File: config.mk
export PLATFORM = sky130hd
export DESIGN_NAME = key_delimited_value_extractor_unit
export DESIGN_NICKNAME = d
export VERILOG_FILES = /design/src/hdl/kdve_pkg.sv /design/src/hdl/kdve_cell.sv /design/src/hdl/key_delimited_value_extractor_unit.sv
export VERILOG_INCLUDE_DIRS = /design/src /design/src/hdl
export SDC_FILE = /design/constraint.sdc
export NUM_CORES = 1
export LEC_CHECK = 0
export BUFFER_PORTS_ARGS = -buffer_cell sky130_fd_sc_hd__buf_2
export CORE_ASPECT_RATIO = 1.2
export CORE_MARGIN = 10
export CORE_UTILIZATION = 50
export DETAILED_ROUTE_END_ITERATION = 7
export GPL_ROUTABILITY_DRIVEN = 0
export PLACE_DENSITY = 0.73
export SYNTH_ARGS = -nofsm -noshare
export SYNTH_HDL_FRONTEND = slang
export SYNTH_HIERARCHICAL = 1
export SYNTH_SLANG_ARGS = --single-unit
File: constraint.sdc
create_clock -name i_clk -period 10.4 [get_ports i_clk]
set_input_delay 1.56 -clock i_clk [delete_from_list [all_inputs] [get_ports i_clk]]
set_output_delay 1.56 -clock i_clk [all_outputs]
set_load 0.01 [all_outputs]
File: src/hdl/key_delimited_value_extractor_unit_assert.svh
// assertion macros shared by the extractor rtl
`ifndef KEY_DELIMITED_VALUE_EXTRACTOR_UNIT_ASSERT_SVH
`define KEY_DELIMITED_VALUE_EXTRACTOR_UNIT_ASSERT_SVH

// checked on i_clk, skipped while reset is held
`define KDVE_ASSERT(lbl, prop) \
    lbl: assert property (@(posedge i_clk) disable iff (!i_rst_n) prop) \
        else $error("kdve assertion failed");

// checked on i_clk at every edge, reset included
`define KDVE_ASSERT_ALWAYS(lbl, prop) \
    lbl: assert property (@(posedge i_clk) prop) \
        else $error("kdve assertion failed");

`endif

File: src/hdl/kdve_pkg.sv
package kdve_pkg;

    localparam int MAX_KEY_BYTES = 8;
    localparam int KEY_W         = 64;
    localparam int KEY_LEN_W     = 4;
    localparam int OFFSET_W      = 32;
    localparam int BYTE_W        = 8;
    localparam int CFG_ADDR_W    = 3;
    localparam int CFG_DATA_W    = 64;

    localparam logic [CFG_ADDR_W-1:0] CFG_START_KEY     = 3'd0;
    localparam logic [CFG_ADDR_W-1:0] CFG_START_KEY_LEN = 3'd1;
    localparam logic [CFG_ADDR_W-1:0] CFG_END_KEY       = 3'd2;
    localparam logic [CFG_ADDR_W-1:0] CFG_END_KEY_LEN   = 3'd3;
    localparam logic [CFG_ADDR_W-1:0] CFG_SKIP_OFFSET   = 3'd4;

    typedef enum logic [1:0] {
        KIND_VALUE     = 2'd0,
        KIND_END_FOUND = 2'd1,
        KIND_NO_START  = 2'd2,
        KIND_NO_END    = 2'd3
    } t_kind;

    typedef enum logic [3:0] {
        PH_SKIP    = 4'b0001,
        PH_SEARCH  = 4'b0010,
        PH_EXTRACT = 4'b0100,
        PH_DONE    = 4'b1000
    } t_phase;

    // key bytes a cell compares against, with enables for cells past the key length
    typedef struct packed {
        logic [BYTE_W-1:0] start_kb;
        logic              start_en;
        logic [BYTE_W-1:0] end_kb;
        logic              end_en;
    } t_cell_key;

    typedef struct packed {
        logic start_eq;
        logic end_eq;
    } t_cell_hit;

    typedef struct packed {
        t_kind               kind;
        logic [BYTE_W-1:0]   value_byte;
        logic [OFFSET_W-1:0] end_offset;
    } t_result;

endpackage

File: src/hdl/kdve_cell.sv
module kdve_cell (
    input  logic                       i_clk,
    input  logic                       i_shift,
    input  logic [kdve_pkg::BYTE_W-1:0] i_byte,
    input  kdve_pkg::t_cell_key        i_key,
    output logic [kdve_pkg::BYTE_W-1:0] o_byte,
    output kdve_pkg::t_cell_hit        o_hit
);

    logic [kdve_pkg::BYTE_W-1:0] r_byte;

    // compare the byte this cell takes in, ahead of the shift
    always_comb begin
        o_hit.start_eq = !i_key.start_en || (i_byte == i_key.start_kb);
        o_hit.end_eq   = !i_key.end_en || (i_byte == i_key.end_kb);
    end

    always_ff @(posedge i_clk) begin
        if (i_shift) begin
            r_byte <= i_byte;
        end
    end

    assign o_byte = r_byte;

endmodule

File: src/hdl/key_delimited_value_extractor_unit.sv
// key delimited value extractor
// input stream: one byte per transfer on s_axis_tdata, s_axis_tlast on the final
// byte of a stream. bytes below skip_offset are passed over, then the start key
// is searched; bytes after it come out as value results until the end key is
// seen, which gives an end-found result with the offset of its first byte.
// a stream that ends early gives a no-start or no-end result instead, and the
// value bytes already sent are to be dropped by the consumer.
// output: kind on m_axis_tuser, value byte and end offset on m_axis_tdata,
// m_axis_tlast on the final result of a stream. a value byte comes out end key
// length minus one transfers behind its own, since it leaves from the far end
// of the compare window.
// results are registered into the output buffer. one byte is taken every cycle
// while s_axis_tready is high, set by the shift and compare of the cell row.
// each byte gives at most one result. a two-entry output buffer lets input flow
// on while one result waits; s_axis_tready drops only when both entries are full.
// reset clears the registers to their defaults and starts a new stream; after the
// final byte of a stream the stream state returns to the same point. registers are
// to be written over i_cfg_* only while the block is idle; it does not check this.
`include "key_delimited_value_extractor_unit_assert.svh"

module key_delimited_value_extractor_unit #(
    parameter int MAX_KEY_BYTES = kdve_pkg::MAX_KEY_BYTES
) (
    input  logic                            i_clk,
    input  logic                            i_rst_n,
    input  logic                            i_cfg_we,
    input  logic [kdve_pkg::CFG_ADDR_W-1:0] i_cfg_addr,
    input  logic [kdve_pkg::CFG_DATA_W-1:0] i_cfg_data,
    input  logic                            s_axis_tvalid,
    output logic                            s_axis_tready,
    input  logic [7:0]                      s_axis_tdata,  // data_byte
    input  logic                            s_axis_tlast,  // stream_end
    output logic                            m_axis_tvalid,
    input  logic                            m_axis_tready,
    output logic [39:0]                     m_axis_tdata,  // value_byte, end_offset
    output logic [1:0]                      m_axis_tuser,  // kind
    output logic                            m_axis_tlast   // last
);

    localparam int LW  = $clog2(MAX_KEY_BYTES + 1);
    localparam int IW  = (MAX_KEY_BYTES > 1) ? $clog2(MAX_KEY_BYTES) : 1;
    localparam int BW  = kdve_pkg::BYTE_W;
    localparam int OW  = kdve_pkg::OFFSET_W;
    localparam int KLW = kdve_pkg::KEY_LEN_W;

    logic [kdve_pkg::KEY_W-1:0]     r_start_key;
    logic [kdve_pkg::KEY_LEN_W-1:0] r_start_len;
    logic [kdve_pkg::KEY_W-1:0]     r_end_key;
    logic [kdve_pkg::KEY_LEN_W-1:0] r_end_len;
    logic [OW-1:0]                  r_skip;

    kdve_pkg::t_phase r_phase, n_phase, w_ph_eff;
    logic [LW-1:0]    r_fill, n_fill, w_fill_p;
    logic [OW-1:0]    r_offset, n_offset;

    logic [LW-1:0] w_slen, w_elen;
    logic [IW-1:0] w_elen_m1;
    logic          w_accept, w_shift;
    logic          w_start_all, w_end_all;
    logic [BW-1:0] w_value;

    logic              w_res_v;
    kdve_pkg::t_result w_res;
    logic              w_found_end;

    logic              r_out_valid, r_skid_valid;
    kdve_pkg::t_result r_out, r_skid;
    logic              w_pop, w_push;

    kdve_pkg::t_cell_key         w_key [MAX_KEY_BYTES];
    kdve_pkg::t_cell_hit         w_hit [MAX_KEY_BYTES];
    logic [BW-1:0]               w_win_in [MAX_KEY_BYTES];
    logic [BW-1:0]               w_win_out [MAX_KEY_BYTES];
    logic [MAX_KEY_BYTES-1:0]    w_start_eq, w_end_eq;

    // register writes
    always_ff @(posedge i_clk) begin
        if (!i_rst_n) begin
            r_start_key <= '0;
            r_start_len <= KLW'(1);
            r_end_key   <= '0;
            r_end_len   <= KLW'(1);
            r_skip      <= '0;
        end else if (i_cfg_we) begin
            unique case (i_cfg_addr)
                kdve_pkg::CFG_START_KEY:     r_start_key <= i_cfg_data;
                kdve_pkg::CFG_START_KEY_LEN: r_start_len <= i_cfg_data[KLW-1:0];
                kdve_pkg::CFG_END_KEY:       r_end_key   <= i_cfg_data;
                kdve_pkg::CFG_END_KEY_LEN:   r_end_len   <= i_cfg_data[KLW-1:0];
                kdve_pkg::CFG_SKIP_OFFSET:   r_skip      <= i_cfg_data[OW-1:0];
                default: ;
            endcase
        end
    end

    // zero length counts as one, anything above the cell count as the cell count
    always_comb begin
        if (r_start_len == '0) begin
            w_slen = LW'(1);
        end else if (r_start_len > KLW'(MAX_KEY_BYTES)) begin
            w_slen = LW'(MAX_KEY_BYTES);
        end else begin
            w_slen = r_start_len[LW-1:0];
        end
        if (r_end_len == '0) begin
            w_elen = LW'(1);
        end else if (r_end_len > KLW'(MAX_KEY_BYTES)) begin
            w_elen = LW'(MAX_KEY_BYTES);
        end else begin
            w_elen = r_end_len[LW-1:0];
        end
    end

    assign w_elen_m1 = IW'(w_elen - LW'(1));

    // cell k holds the k-th most recent byte and faces key byte len-1-k
    for (genvar k = 0; k < MAX_KEY_BYTES; k++) begin : g_cell
        logic [LW-1:0]              w_spos, w_epos;
        logic [kdve_pkg::KEY_W-1:0] w_ssh, w_esh;

        assign w_spos = w_slen - LW'(1) - LW'(k);
        assign w_epos = w_elen - LW'(1) - LW'(k);
        assign w_ssh  = r_start_key >> {w_spos, 3'b000};
        assign w_esh  = r_end_key >> {w_epos, 3'b000};

        always_comb begin
            w_key[k].start_kb = w_ssh[BW-1:0];
            w_key[k].start_en = LW'(k) < w_slen;
            w_key[k].end_kb   = w_esh[BW-1:0];
            w_key[k].end_en   = LW'(k) < w_elen;
        end

        if (k == 0) begin : g_head
            assign w_win_in[k] = s_axis_tdata;
        end else begin : g_link
            assign w_win_in[k] = w_win_out[k-1];
        end

        kdve_cell u_cell (
            .i_clk  (i_clk),
            .i_shift(w_shift),
            .i_byte (w_win_in[k]),
            .i_key  (w_key[k]),
            .o_byte (w_win_out[k]),
            .o_hit  (w_hit[k])
        );

        assign w_start_eq[k] = w_hit[k].start_eq;
        assign w_end_eq[k]   = w_hit[k].end_eq;
    end

    assign w_start_all = &w_start_eq;
    assign w_end_all   = &w_end_eq;

    // byte leaving the end key window
    always_comb begin
        w_value = '0;
        for (int k = 0; k < MAX_KEY_BYTES; k++) begin
            if (w_elen_m1 == IW'(k)) begin
                w_value = w_win_in[k];
            end
        end
    end

    assign s_axis_tready = !r_skid_valid;
    assign w_accept      = s_axis_tvalid && s_axis_tready;
    assign w_fill_p      = (r_fill == LW'(MAX_KEY_BYTES)) ? r_fill : r_fill + LW'(1);
    assign w_ph_eff      = (r_phase == kdve_pkg::PH_SKIP && r_offset >= r_skip)
                           ? kdve_pkg::PH_SEARCH : r_phase;
    assign w_shift       = w_accept && (w_ph_eff == kdve_pkg::PH_SEARCH ||
                                        w_ph_eff == kdve_pkg::PH_EXTRACT);

    always_comb begin
        n_phase          = r_phase;
        n_fill           = r_fill;
        n_offset         = r_offset;
        w_res_v          = 1'b0;
        w_res.kind       = kdve_pkg::KIND_VALUE;
        w_res.value_byte = '0;
        w_res.end_offset = '0;
        w_found_end      = 1'b0;
        if (w_accept) begin
            n_offset = r_offset + OW'(1);
            n_phase  = w_ph_eff;
            unique case (w_ph_eff)
                kdve_pkg::PH_SEARCH: begin
                    if (w_start_all && w_fill_p >= w_slen) begin
                        n_phase = kdve_pkg::PH_EXTRACT;
                        n_fill  = '0;
                    end else begin
                        n_fill = w_fill_p;
                    end
                end
                kdve_pkg::PH_EXTRACT: begin
                    n_fill = w_fill_p;
                    if (w_end_all && w_fill_p >= w_elen) begin
                        w_res_v          = 1'b1;
                        w_res.kind       = kdve_pkg::KIND_END_FOUND;
                        w_res.end_offset = r_offset + OW'(1) - OW'(w_elen);
                        n_phase          = kdve_pkg::PH_DONE;
                        w_found_end      = 1'b1;
                    end else if (w_fill_p >= w_elen && !s_axis_tlast) begin
                        w_res_v          = 1'b1;
                        w_res.value_byte = w_value;
                    end
                end
                default: ;
            endcase
            if (s_axis_tlast) begin
                if (!w_found_end) begin
                    if (n_phase == kdve_pkg::PH_SKIP || n_phase == kdve_pkg::PH_SEARCH) begin
                        w_res_v    = 1'b1;
                        w_res.kind = kdve_pkg::KIND_NO_START;
                    end else if (n_phase == kdve_pkg::PH_EXTRACT) begin
                        w_res_v          = 1'b1;
                        w_res.kind       = kdve_pkg::KIND_NO_END;
                        w_res.end_offset = r_offset + OW'(1) - OW'(w_elen);
                    end
                end
                n_phase  = kdve_pkg::PH_SKIP;
                n_fill   = '0;
                n_offset = '0;
            end
        end
    end

    always_ff @(posedge i_clk) begin
        if (!i_rst_n) begin
            r_phase  <= kdve_pkg::PH_SKIP;
            r_fill   <= '0;
            r_offset <= '0;
        end else begin
            r_phase  <= n_phase;
            r_fill   <= n_fill;
            r_offset <= n_offset;
        end
    end

    // two-entry output buffer: output register plus skid entry
    assign w_pop  = r_out_valid && m_axis_tready;
    assign w_push = w_accept && w_res_v;

    always_ff @(posedge i_clk) begin
        if (!i_rst_n) begin
            r_out_valid  <= 1'b0;
            r_skid_valid <= 1'b0;
        end else if (r_skid_valid) begin
            if (w_pop) begin
                r_skid_valid <= 1'b0;
            end
        end else if (!r_out_valid || w_pop) begin
            r_out_valid <= w_push;
        end else if (w_push) begin
            r_skid_valid <= 1'b1;
        end
    end

    always_ff @(posedge i_clk) begin
        if (r_skid_valid) begin
            if (w_pop) begin
                r_out <= r_skid;
            end
        end else if (!r_out_valid || w_pop) begin
            if (w_push) begin
                r_out <= w_res;
            end
        end else if (w_push) begin
            r_skid <= w_res;
        end
    end

    assign m_axis_tvalid = r_out_valid;
    assign m_axis_tdata  = {r_out.end_offset, r_out.value_byte};
    assign m_axis_tuser  = r_out.kind;
    assign m_axis_tlast  = r_out.kind != kdve_pkg::KIND_VALUE;

    `KDVE_ASSERT(a_skid_behind_out, r_skid_valid |-> r_out_valid)
    `KDVE_ASSERT(a_fill_bounded, r_fill <= LW'(MAX_KEY_BYTES))
    `KDVE_ASSERT(a_stream_restart,
        (w_accept && s_axis_tlast) |=> (r_phase == kdve_pkg::PH_SKIP && r_offset == '0))
    `KDVE_ASSERT_ALWAYS(a_reset_empty, !i_rst_n |=> (!r_out_valid && !r_skid_valid))

endmodule

Yosys cells after proc, flatten, opt, wreduce, memory -nomap -nowiden. Cells that the tools add are included.

Eq/ne operators: 35. Magnitude comparators: 21. Muxes and demuxes: 56. Reductions and logical operators: 65. Add/sub/neg operators: 19. Shift-type cells: 16. Bitwise logic cells: 2.

Operators by type and width (count): >> shifter 64 x 7 -> 8 bit (16); 2-to-1 mux 42 bit (5); 2-to-1 mux 32 bit (6); == test 8 bit (16); 2-to-1 mux 8 bit (10); 2-to-1 mux 4 bit (12); 2-to-1 mux 41 bit (1); adder 32 x 1 -> 32 bit, second input constant (1); greater-or-equal comparator 32 bit (1); less-than comparator 3 x 4 -> 1 bit, first input constant (8); subtractor 32 x 4 -> 32 bit (1); subtractor 4 x 3 -> 4 bit, second input constant (8); zero test 1 bit (19); logical OR 1 bit (19); less-than comparator 1 x 4 -> 1 bit, first input constant (4); less-than comparator 2 x 4 -> 1 bit, first input constant (4); 2-to-1 mux 1 bit (16); case mux 4 bit (2 select lines) (2); AND reduction 8 bit (2); subtractor 4 x 1 -> 4 bit, second input constant (4); subtractor 4 x 2 -> 4 bit, second input constant (4); == test 3 bit, second input constant (5); AND reduction 2 bit (7); == test 3 x 2 -> 1 bit, second input constant (4); 17 further kinds (39).

Register bits after elaboration: 350. Word-level logic and storage cells: 237. Output and inout bits: 45. Input bits: 81.

Depth between registers and ports, before layout. Gate-level depths: netlist of run 1.

Depth after elaboration: 24. Depth in mapped cells: 27.

Modules after synthesis. Netlist of run 1, hierarchy kept.

Modules (own cells, without submodules): key_delimited_value_extractor_unit (cells each 2252, instances 1, area each 19346.1 um^2, seq. area each 6726.5 um^2); kdve_cell (cells each 30, instances 8, area each 415.4 um^2, seq. area each 240.2 um^2).

Worst setup path after synthesis of run 1. No wires, ideal clock.

Path type: register to register. Start: register r_end_len[2] (netlist name). End: register r_skid[0] (netlist name) (enable). Stages on the path, launching flop included: 21. Clock period less this slack: 8.543 ns. Arrival time: 8.050 ns. Path slack: 1.857 ns. Data required time: 9.907 ns. Cell sequence: dfxtp_1 -> nor2_1 -> nor2_1 -> nor2_1 -> clkbuf_1 -> ha_1 -> clkbuf_1 -> inv_2 -> buf_1 -> ha_1 -> a21boi_0 -> xor2_1 -> nor2_1 -> xnor2_1 -> nand4_1 -> o21ai_1 -> nand4_1 -> or2_2 -> a211oi_1 -> nor2_1 -> nor3_1.

Word-level cells in the longest chain between the ends: 21. Elaborated cells between the ends (all ways): 76.

Ends and longest elaborated chain: start, declared (RTL line key_delimited_value_extractor_unit.sv:49) `logic [kdve_pkg::KEY_LEN_W-1:0] r_end_len;`; start signal, assigned (RTL line key_delimited_value_extractor_unit.sv:89) `kdve_pkg::CFG_END_KEY_LEN: r_end_len <= i_cfg_data[KLW-1:0];`; greater-than comparator 4 bit (RTL line key_delimited_value_extractor_unit.sv:107) `end else if (r_end_len > KLW'(MAX_KEY_BYTES)) begin`; 2-to-1 mux 4 bit (RTL line key_delimited_value_extractor_unit.sv:107); 2-to-1 mux 4 bit (*) (RTL line key_delimited_value_extractor_unit.sv:105) `if (r_end_len == '0) begin`; subtractor 4 x 1 -> 4 bit (*) (2 in a row) (RTL line key_delimited_value_extractor_unit.sv:122) `assign w_epos = w_elen - LW'(1) - LW'(k);`; >> shifter 64 x 7 -> 8 bit (*) (RTL line key_delimited_value_extractor_unit.sv:124) `assign w_esh = r_end_key >> {w_epos, 3'b000};`; net g_cell[1].w_esh, one bit (RTL line key_delimited_value_extractor_unit.sv:119) `logic [kdve_pkg::KEY_W-1:0] w_ssh, w_esh;`; == test 8 bit (*) (RTL line kdve_cell.sv:15) `o_hit.end_eq = !i_key.end_en || (i_byte == i_key.end_kb);`; logical OR 1 bit (*) (RTL line kdve_cell.sv:15); net w_end_eq[1] (RTL line key_delimited_value_extractor_unit.sv:74) `logic [MAX_KEY_BYTES-1:0] w_start_eq, w_end_eq;`; [... 5 more ...]; == test 4 x 3 -> 1 bit (tied with other cells) (RTL line key_delimited_value_extractor_unit.sv:214) `end else if (n_phase == kdve_pkg::PH_EXTRACT) begin`; 2-to-1 mux 1 bit or logical OR 1 bit (tied branches) (RTL line key_delimited_value_extractor_unit.sv:214, key_delimited_value_extractor_unit.sv:211); 2-to-1 mux 1 bit (RTL line key_delimited_value_extractor_unit.sv:211) `if (n_phase == kdve_pkg::PH_SKIP || n_phase == kdve_pkg::PH_SEARCH) begin`; 2-to-1 mux 1 bit (RTL line key_delimited_value_extractor_unit.sv:210) `if (!w_found_end) begin`; 2-to-1 mux 1 bit (*) (RTL line key_delimited_value_extractor_unit.sv:209) `if (s_axis_tlast) begin`; 2-to-1 mux 1 bit (*) (RTL line key_delimited_value_extractor_unit.sv:182) `if (w_accept) begin`; logical AND 1 bit (*) (RTL line key_delimited_value_extractor_unit.sv:241) `assign w_push = w_accept && w_res_v;`; AND reduction 3 bit (no line) (*); end signal, assigned (RTL line key_delimited_value_extractor_unit.sv:268) `r_skid <= w_res;`; end, declared (RTL line key_delimited_value_extractor_unit.sv:67) `kdve_pkg::t_result r_out, r_skid;`.

The timed path passes the listed nets; every way through them passes the cells marked *. The select of a mux whose other input is x is not followed. A chain may end at the register's enable or synchronous reset.

==> results.sh, run 1 <==
export IMPL_outcome="complete, no violations"
export IMPL_grtUsageTotal_pct=25.9
export IMPL_die_area_sq_um=53800
export IMPL_rsz0062_at_grt="no"
export IMPL_rows=84
export IMPL_postCtsHoldBufs=0
export IMPL_grt_pass1_wl_mm=107
export IMPL_slowest_delay_ns=0.94
export IMPL_cp_num_buf_inv=2
export IMPL_p_comb_share_pct=11.6
export IMPL_synthToLayoutAreaGrowth_pct=9.60
export IMPL_mostFrequentLayoutCell="nand2_1"
export IMPL_maxCapViolations=0
export IMPL_hold_path_end="r_skip[8]$_SDFFE_PN0P_"
export IMPL_post_cts_buffers=0
export IMPL_root_buffer="clkbuf_16"
export IMPL_seq_area_sq_um=8410
export IMPL_reg2reg_from="r_end_len[3]$_SDFFE_PN0P_"
export IMPL_internal_power_mw=2.44
export IMPL_die_h_microns=252
export IMPL_hold_viol_final=0
export IMPL_finalInstanceArea_sq_um=24600
export IMPL_syn_inst=2484
export IMPL_drive_gt1_share_pct=10.8
export IMPL_totalPowerFinal_mw=3.34
export IMPL_fillCellCount=3923
export IMPL_cts_sinks=350
export IMPL_path_cells="nor2_2, buf_4, ha_1, inv_2, ha_1, a21boi_0, xor2_1, nor2_1, xnor2_1, nand4_1, o21ai_1, nand4_1, or2_2, nor2_1, a21boi_0, a31oi_1, o41a_1, nor2_1, a21o_1"
export IMPL_syn_nets=2637
export IMPL_wl_per_cell_microns=23.2
export IMPL_crit_arrival_ns=7.71
export IMPL_slew_viol_final=0
export IMPL_swShare_pct=27.2
export IMPL_avgViaCountPerCell=6.15
export IMPL_cts_tree="done"
export IMPL_clk_latency_ns=0.57
export IMPL_crit_fanout=28
export IMPL_nets=2661
export IMPL_criticalPathCategory="flip-flop to flip-flop"
export IMPL_peakVddDrop_v=0.000118
export IMPL_setup_tns_ns=0
export IMPL_r2r_cells=19
export IMPL_p_clk_share_pct=41.0
export IMPL_required_ns=10.71
export IMPL_hpwlAfterDp_mm=53.1
export IMPL_first_iter_violations=2099
export IMPL_syn_area_sq_um=22400
export IMPL_finalCriticalPeriod_ns=7.40
export IMPL_holdPathStages=2
export IMPL_finalCritPeriodShare_pct=71.2
export IMPL_skew_ns=0.0194
export IMPL_clk_path_buf_depth=3
export IMPL_slowest_stage="o41a_1"
export IMPL_postPlaceCellArea_sq_um=23300
export IMPL_slew_headroom_pct=10.6
export IMPL_syn_avg_cell_area_sq_um=9.03
export IMPL_critical_path_top_delay_family="compound AO/OA/AOI/OAI gates"
export IMPL_multi_input_area_sq_um=13200
export IMPL_pwr_density_cell_nw_per_um2=136
export IMPL_max_freq_ghz=0.135
export IMPL_ant_nets=0
export IMPL_first_pass_iters=6
export IMPL_core_sq_um=44100
export IMPL_worst_pin_slew_ns=1.34
export IMPL_grt_start_max_net_pins=107
export IMPL_via_count=19061
export IMPL_final_util_pct=55.7
export IMPL_switchingPower_uw=910
export IMPL_ctsResizeCount=0
export IMPL_p_leak_nw=8.42
export IMPL_die_w_microns=213
export IMPL_start_kind="flip-flop"
export IMPL_io_pin_count=126
export IMPL_drcViolationCount=0
export IMPL_mostFrequentLayoutCells="457 x nand2_1, 250 x mux2i_1, 210 x dfxtp_1"
export IMPL_grt_pass1_vias=17965
export IMPL_rrSetupSlack_ns=3.00
export IMPL_worstReg2RegEnd="m_axis_tdata[8]$_DFFE_PP_"
export IMPL_hp_start="r_skip[8]$_SDFFE_PN0P_"
export IMPL_io_buffer_count=125
export IMPL_htreeDepth=2
export IMPL_p_seq_share_pct=47.4
export IMPL_min_path_type="flip-flop to flip-flop"
export IMPL_clk_pin_slew_worst_paths_ns=0.06
export IMPL_routed_wl_mm=71.9
export IMPL_synth_warnings=6
export IMPL_grt_ovfl_total=0
export IMPL_cts_buffers=38
export IMPL_start_util_pct=50.8
export IMPL_setup_viol_count_final=0
export IMPL_crit_path_frequent_cell="nor2_1"
export IMPL_endpoint_kind="flip-flop"
export IMPL_antenna_found_initial=2
## cell type report
class	instances	share of cell area, %
diodes	1	0.0102
inverters	64	0.977
clock inverters	20	0.774
well taps	559	2.85
flip-flops and latches	350	34.2
multi-input cells	1910	53.7
clock buffers	50	4.38
repair buffers	144	3.14
## metrics by stage
step / hold WS, ns / setup slack, ns / cells
after global routing: 0.488 / 2.56 / 3097
after floorplan: 0.442 / 1.86 / 2484
after global placement: 0.455 / 3.64 / 3027
after CTS: 0.475 / 3.28 / 3097
final: 0.472 / 3.00 / 3098
after detailed placement: 0.462 / 3.33 / 3027
## sequential cells by signal, indices dropped and copies added, names as in the netlist, 2 cells and up
signal                cells
m_axis_tuser              2
r_fill                    4
r_phase                   4
m_axis_tdata             40
r_start_len               4
r_skip                   32
r_offset                 32
r_end_len                 4
r_skid                   42
r_start_key              64
g_cell.u_cell/o_byte     56
r_end_key                64
## power groups by stage
stage	clock [mW]	combinational, mW	sequential [mW]
6_report	1.37	0.390	1.59
5_1_grt	1.45	0.421	1.58
4_1_cts	1.40	0.384	1.58
3_5_place_dp	0	0.382	1.61
3_3_place_gp	0	0.374	1.60
2_1_floorplan	0	0.265	1.57
## worst max path at each step
stage | from | endpoint | cells after the start
2_1_floorplan | r_end_len[2]$_SDFFE_PN0P_ | r_skid[0]$_DFFE_PP_ | 20
3_3_place_gp | r_end_len[3]$_SDFFE_PN0P_ | m_axis_tdata[10]$_DFFE_PP_ | 19
3_5_place_dp | r_end_len[3]$_SDFFE_PN0P_ | m_axis_tdata[10]$_DFFE_PP_ | 19
4_1_cts | r_end_len[3]$_SDFFE_PN0P_ | m_axis_tdata[19]$_DFFE_PP_ | 19
5_1_grt | r_end_len[3]$_SDFFE_PN0P_ | m_axis_tdata[19]$_DFFE_PP_ | 19
6_report | r_end_len[3]$_SDFFE_PN0P_ | m_axis_tdata[8]$_DFFE_PP_ | 19
## worst reg2reg max path, cell delays in order (launching register included)
cell	delay, ns
dfxtp_1	0.55
nor2_2	0.80
buf_4	0.38
ha_1	0.81
inv_2	0.47
ha_1	0.33
a21boi_0	0.22
xor2_1	0.48
nor2_1	0.17
xnor2_1	0.28
nand4_1	0.14
o21ai_1	0.19
nand4_1	0.15
or2_2	0.33
nor2_1	0.11
a21boi_0	0.11
a31oi_1	0.26
o41a_1	0.94
nor2_1	0.19
a21o_1	0.22
## metal layers
layer | global-route usage (%) | wire, microns
met2 | 40.1 | 32100
met4 | 21.5 | 6810
met5 | 0 | 13
met3 | 5.79 | 6420
met1 | 30.3 | 26600
No activity file was read; power rests on OpenSTA's default activity.
==> run 2, diff against run 1 <==
--- a/config.mk
+++ b/config.mk
@@ -6,13 +6,14 @@
 export SDC_FILE = /design/constraint.sdc
 export NUM_CORES = 1
 export LEC_CHECK = 0
+export ABC_AREA = 1
 export BUFFER_PORTS_ARGS = -buffer_cell sky130_fd_sc_hd__buf_2
 export CORE_ASPECT_RATIO = 1.2
 export CORE_MARGIN = 10
 export CORE_UTILIZATION = 50
 export DETAILED_ROUTE_END_ITERATION = 7
 export GPL_ROUTABILITY_DRIVEN = 0
-export PLACE_DENSITY = 0.73
+export PLACE_DENSITY = 0.76
 export SYNTH_ARGS = -nofsm -noshare
 export SYNTH_HDL_FRONTEND = slang
 export SYNTH_HIERARCHICAL = 1
==> constraint.sdc (replaced) <==
create_clock -name i_clk -period 6.7 [get_ports i_clk]
set_input_delay 1.005 -clock i_clk [delete_from_list [all_inputs] [get_ports i_clk]]
set_output_delay 1.005 -clock i_clk [all_outputs]
set_load 0.01 [all_outputs]
==> run 2 against run 1 <==
  * The run now ends with design-rule violations left
  * Critical path depth is 12 higher
  * Global-route usage is 0.54 points higher
  * Clock-buffer cell count is 2 lower
  * Synthesized cell count is 32% higher
  * Clock power is 61% higher
  * Final cell count is 26% higher
  * Design area is 0.59% higher
  * Sequential cell count stayed put
  * Register-to-register slack worse by 2.2 ns
  * Combinational power grew to 3.0 times the previous value
  * Clock skew is 0.012 ns higher
==> results.sh, run 2 <==
export IMPL_postCtsHoldBufs=0
export IMPL_pwr_density_cell_nw_per_um2=234
export IMPL_synth_warnings=6
export IMPL_start_kind="flip-flop"
export IMPL_first_pass_iters=8
export IMPL_slew_viol_final=0
export IMPL_io_buffer_count=125
export IMPL_setup_viol_count_final=0
export IMPL_crit_path_start="r_end_len[3]$_SDFFE_PN0P_"
export IMPL_p_leak_nw=10.5
export IMPL_start_util_pct=50.9
export IMPL_r2r_cells=31
export IMPL_syn_nets=3428
export IMPL_maxCapViolations=0
export IMPL_rrSetupSlack_ns=0.81
export IMPL_peakVddDrop_v=0.000181
export IMPL_critical_path_top_delay_family="simple AND/OR/NAND/NOR gates"
export IMPL_holdPathStages=2
export IMPL_avgViaCountPerCell=5.56
export IMPL_antenna_found_initial=1
export IMPL_syn_area_sq_um=22400
export IMPL_crit_arrival_ns=6.11
export IMPL_clk_latency_ns=0.58
export IMPL_cts_sinks=350
export IMPL_wl_per_cell_microns=18.7
export IMPL_antennaDiodeCount=0
export IMPL_htreeDepth=2
export IMPL_hold_path_end="r_skip[0]$_SDFFE_PN0P_"
export IMPL_holdWs_ns=0.462
export IMPL_hpwlAfterDp_mm=56.4
export IMPL_crit_fanout=33
export IMPL_grt_pass1_vias=19380
export IMPL_finalCritPeriodShare_pct=88.0
export IMPL_crit_path_frequent_cell="nand2_1"
export IMPL_cp_num_buf_inv=6
export IMPL_finalInstanceArea_sq_um=24700
export IMPL_drive_gt1_share_pct=8.64
export IMPL_core_sq_um=44000
export IMPL_grtUsageTotal_pct=26.5
export IMPL_min_path_type="flip-flop to flip-flop"
export IMPL_setup_tns_ns=0
export IMPL_hold_viol_final=0
export IMPL_ant_nets=0
export IMPL_first_iter_violations=2119
export IMPL_mostFrequentLayoutCell="nand2_1"
export IMPL_hp_start="r_skip[0]$_SDFFE_PN0P_"
export IMPL_skew_ns=0.0310
export IMPL_cts_tree="done"
export IMPL_outcome="finished, violations left"
export IMPL_worstReg2RegEnd="r_skid[6]$_DFFE_PP_"
export IMPL_violations="design-rule violations"
export IMPL_required_ns=6.92
export IMPL_grt_ovfl_total=0
export IMPL_syn_inst=3275
export IMPL_die_h_microns=252
export IMPL_rows=84
export IMPL_mostFrequentLayoutCells="828 x nand2_1, 409 x o21ai_0, 402 x nor2_1"
export IMPL_max_freq_ghz=0.170
export IMPL_grt_pass1_wl_mm=110
export IMPL_slowest_stage="xor2_1"
export IMPL_slew_headroom_pct=13.8
export IMPL_cts_buffers=37
export IMPL_drcViolationCount=2
export IMPL_reg2reg_from="r_end_len[3]$_SDFFE_PN0P_"
export IMPL_slowest_delay_ns=0.53
export IMPL_rsz0062_at_grt="no"
export IMPL_die_area_sq_um=53700
export IMPL_nets=3469
export IMPL_endpoint_kind="flip-flop"
export IMPL_postPlaceCellArea_sq_um=23400
export IMPL_root_buffer="clkbuf_16"
export IMPL_final_util_pct=56.2
export IMPL_clk_path_buf_depth=3
export IMPL_clk_pin_slew_worst_paths_ns=0.07
export IMPL_syn_avg_cell_area_sq_um=6.84
export IMPL_ctsResizeCount=0
export IMPL_die_w_microns=213
export IMPL_worst_pin_slew_ns=1.28
export IMPL_finalCriticalPeriod_ns=5.89
export IMPL_synthToLayoutAreaGrowth_pct=10.4
export IMPL_io_pin_count=126
export IMPL_fillCellCount=4219
export IMPL_criticalPathCategory="flip-flop to flip-flop"
export IMPL_post_cts_buffers=0
export IMPL_via_count=21686
export IMPL_routed_wl_mm=72.9
export IMPL_grt_start_max_net_pins=97
[run 2: changes by cell type in the layout (fill, tap and decap cells not counted), sizes merged, moves of 39 or more]
cell,before,now
nor3,27,76
a21boi,173,1
mux2i,250,2
nand3,29,87
o21ai,79,431
a21oi,74,186
nand2,458,843
nor2b,39,0
inv,67,369
xnor2,164,72
nor2,170,421
[run 2: worst max path at each step]
stage	cells after the start	end
CTS	31	r_skid[6]$_DFFE_PP_
finish	31	r_skid[6]$_DFFE_PP_
floorplan	27	r_skid[0]$_DFFE_PP_
global placement	31	r_skid[20]$_DFFE_PP_
detailed placement	31	r_skid[24]$_DFFE_PP_
global route	31	r_skid[6]$_DFFE_PP_
[run 2: worst register-to-register path: cells and delay by family, from the launching register on]
kind	cells	cell delay [ns]
compound gates	2	0.57
xor+xnor	1	0.53
fa+ha+maj	2	0.60
buf+inv	6	1.33
flops	1	0.41
simple gates	20	2.13
[run 2: per-stage QoR]
| step | setup WS [ns] | total power, mW | std cells |
|---|---|---|---|
| after detailed placement | 0.888 | 3.60 | 3836 |
| final | 0.806 | 5.80 | 3902 |
| after CTS | 0.850 | 5.79 | 3902 |
| after global placement | 0.926 | 3.59 | 3836 |
| after floorplan | 0.721 | 3.22 | 3275 |
| after global routing | 0.237 | 6.03 | 3902 |
[run 2: power breakdown]
| group | internal [mW] | total (mW) | switching [mW] |
|---|---|---|---|
| logic | 0.361 | 1.16 | 0.803 |
| registers | 2.33 | 2.43 | 0.100 |
| clock network | 1.30 | 2.20 | 0.902 |
[run 2: final cells by class]
cell class / instances / area, sq um / area share, %
Clock buffer: 48 / 1070 / 4.33
Clock inverter: 18 / 233 / 0.941
Inverter: 368 / 1380 / 5.59
Multi-Input combinational cell: 2406 / 12100 / 48.9
Sequential cell: 350 / 8410 / 34.0
Tap cell: 559 / 699 / 2.83
Timing Repair Buffer: 153 / 838 / 3.39
[run 2: routing by layer]
layer / global-route usage [%] / share of wire, % / vias up
li1: - / - / 10726
met1: 30.8 / 38 / 9691
met3: 5.33 / 8.5 / 262
met5: 0 / 0 / -
met2: 42.7 / 46 / 1007
met4: 19.4 / 8.2 / 0
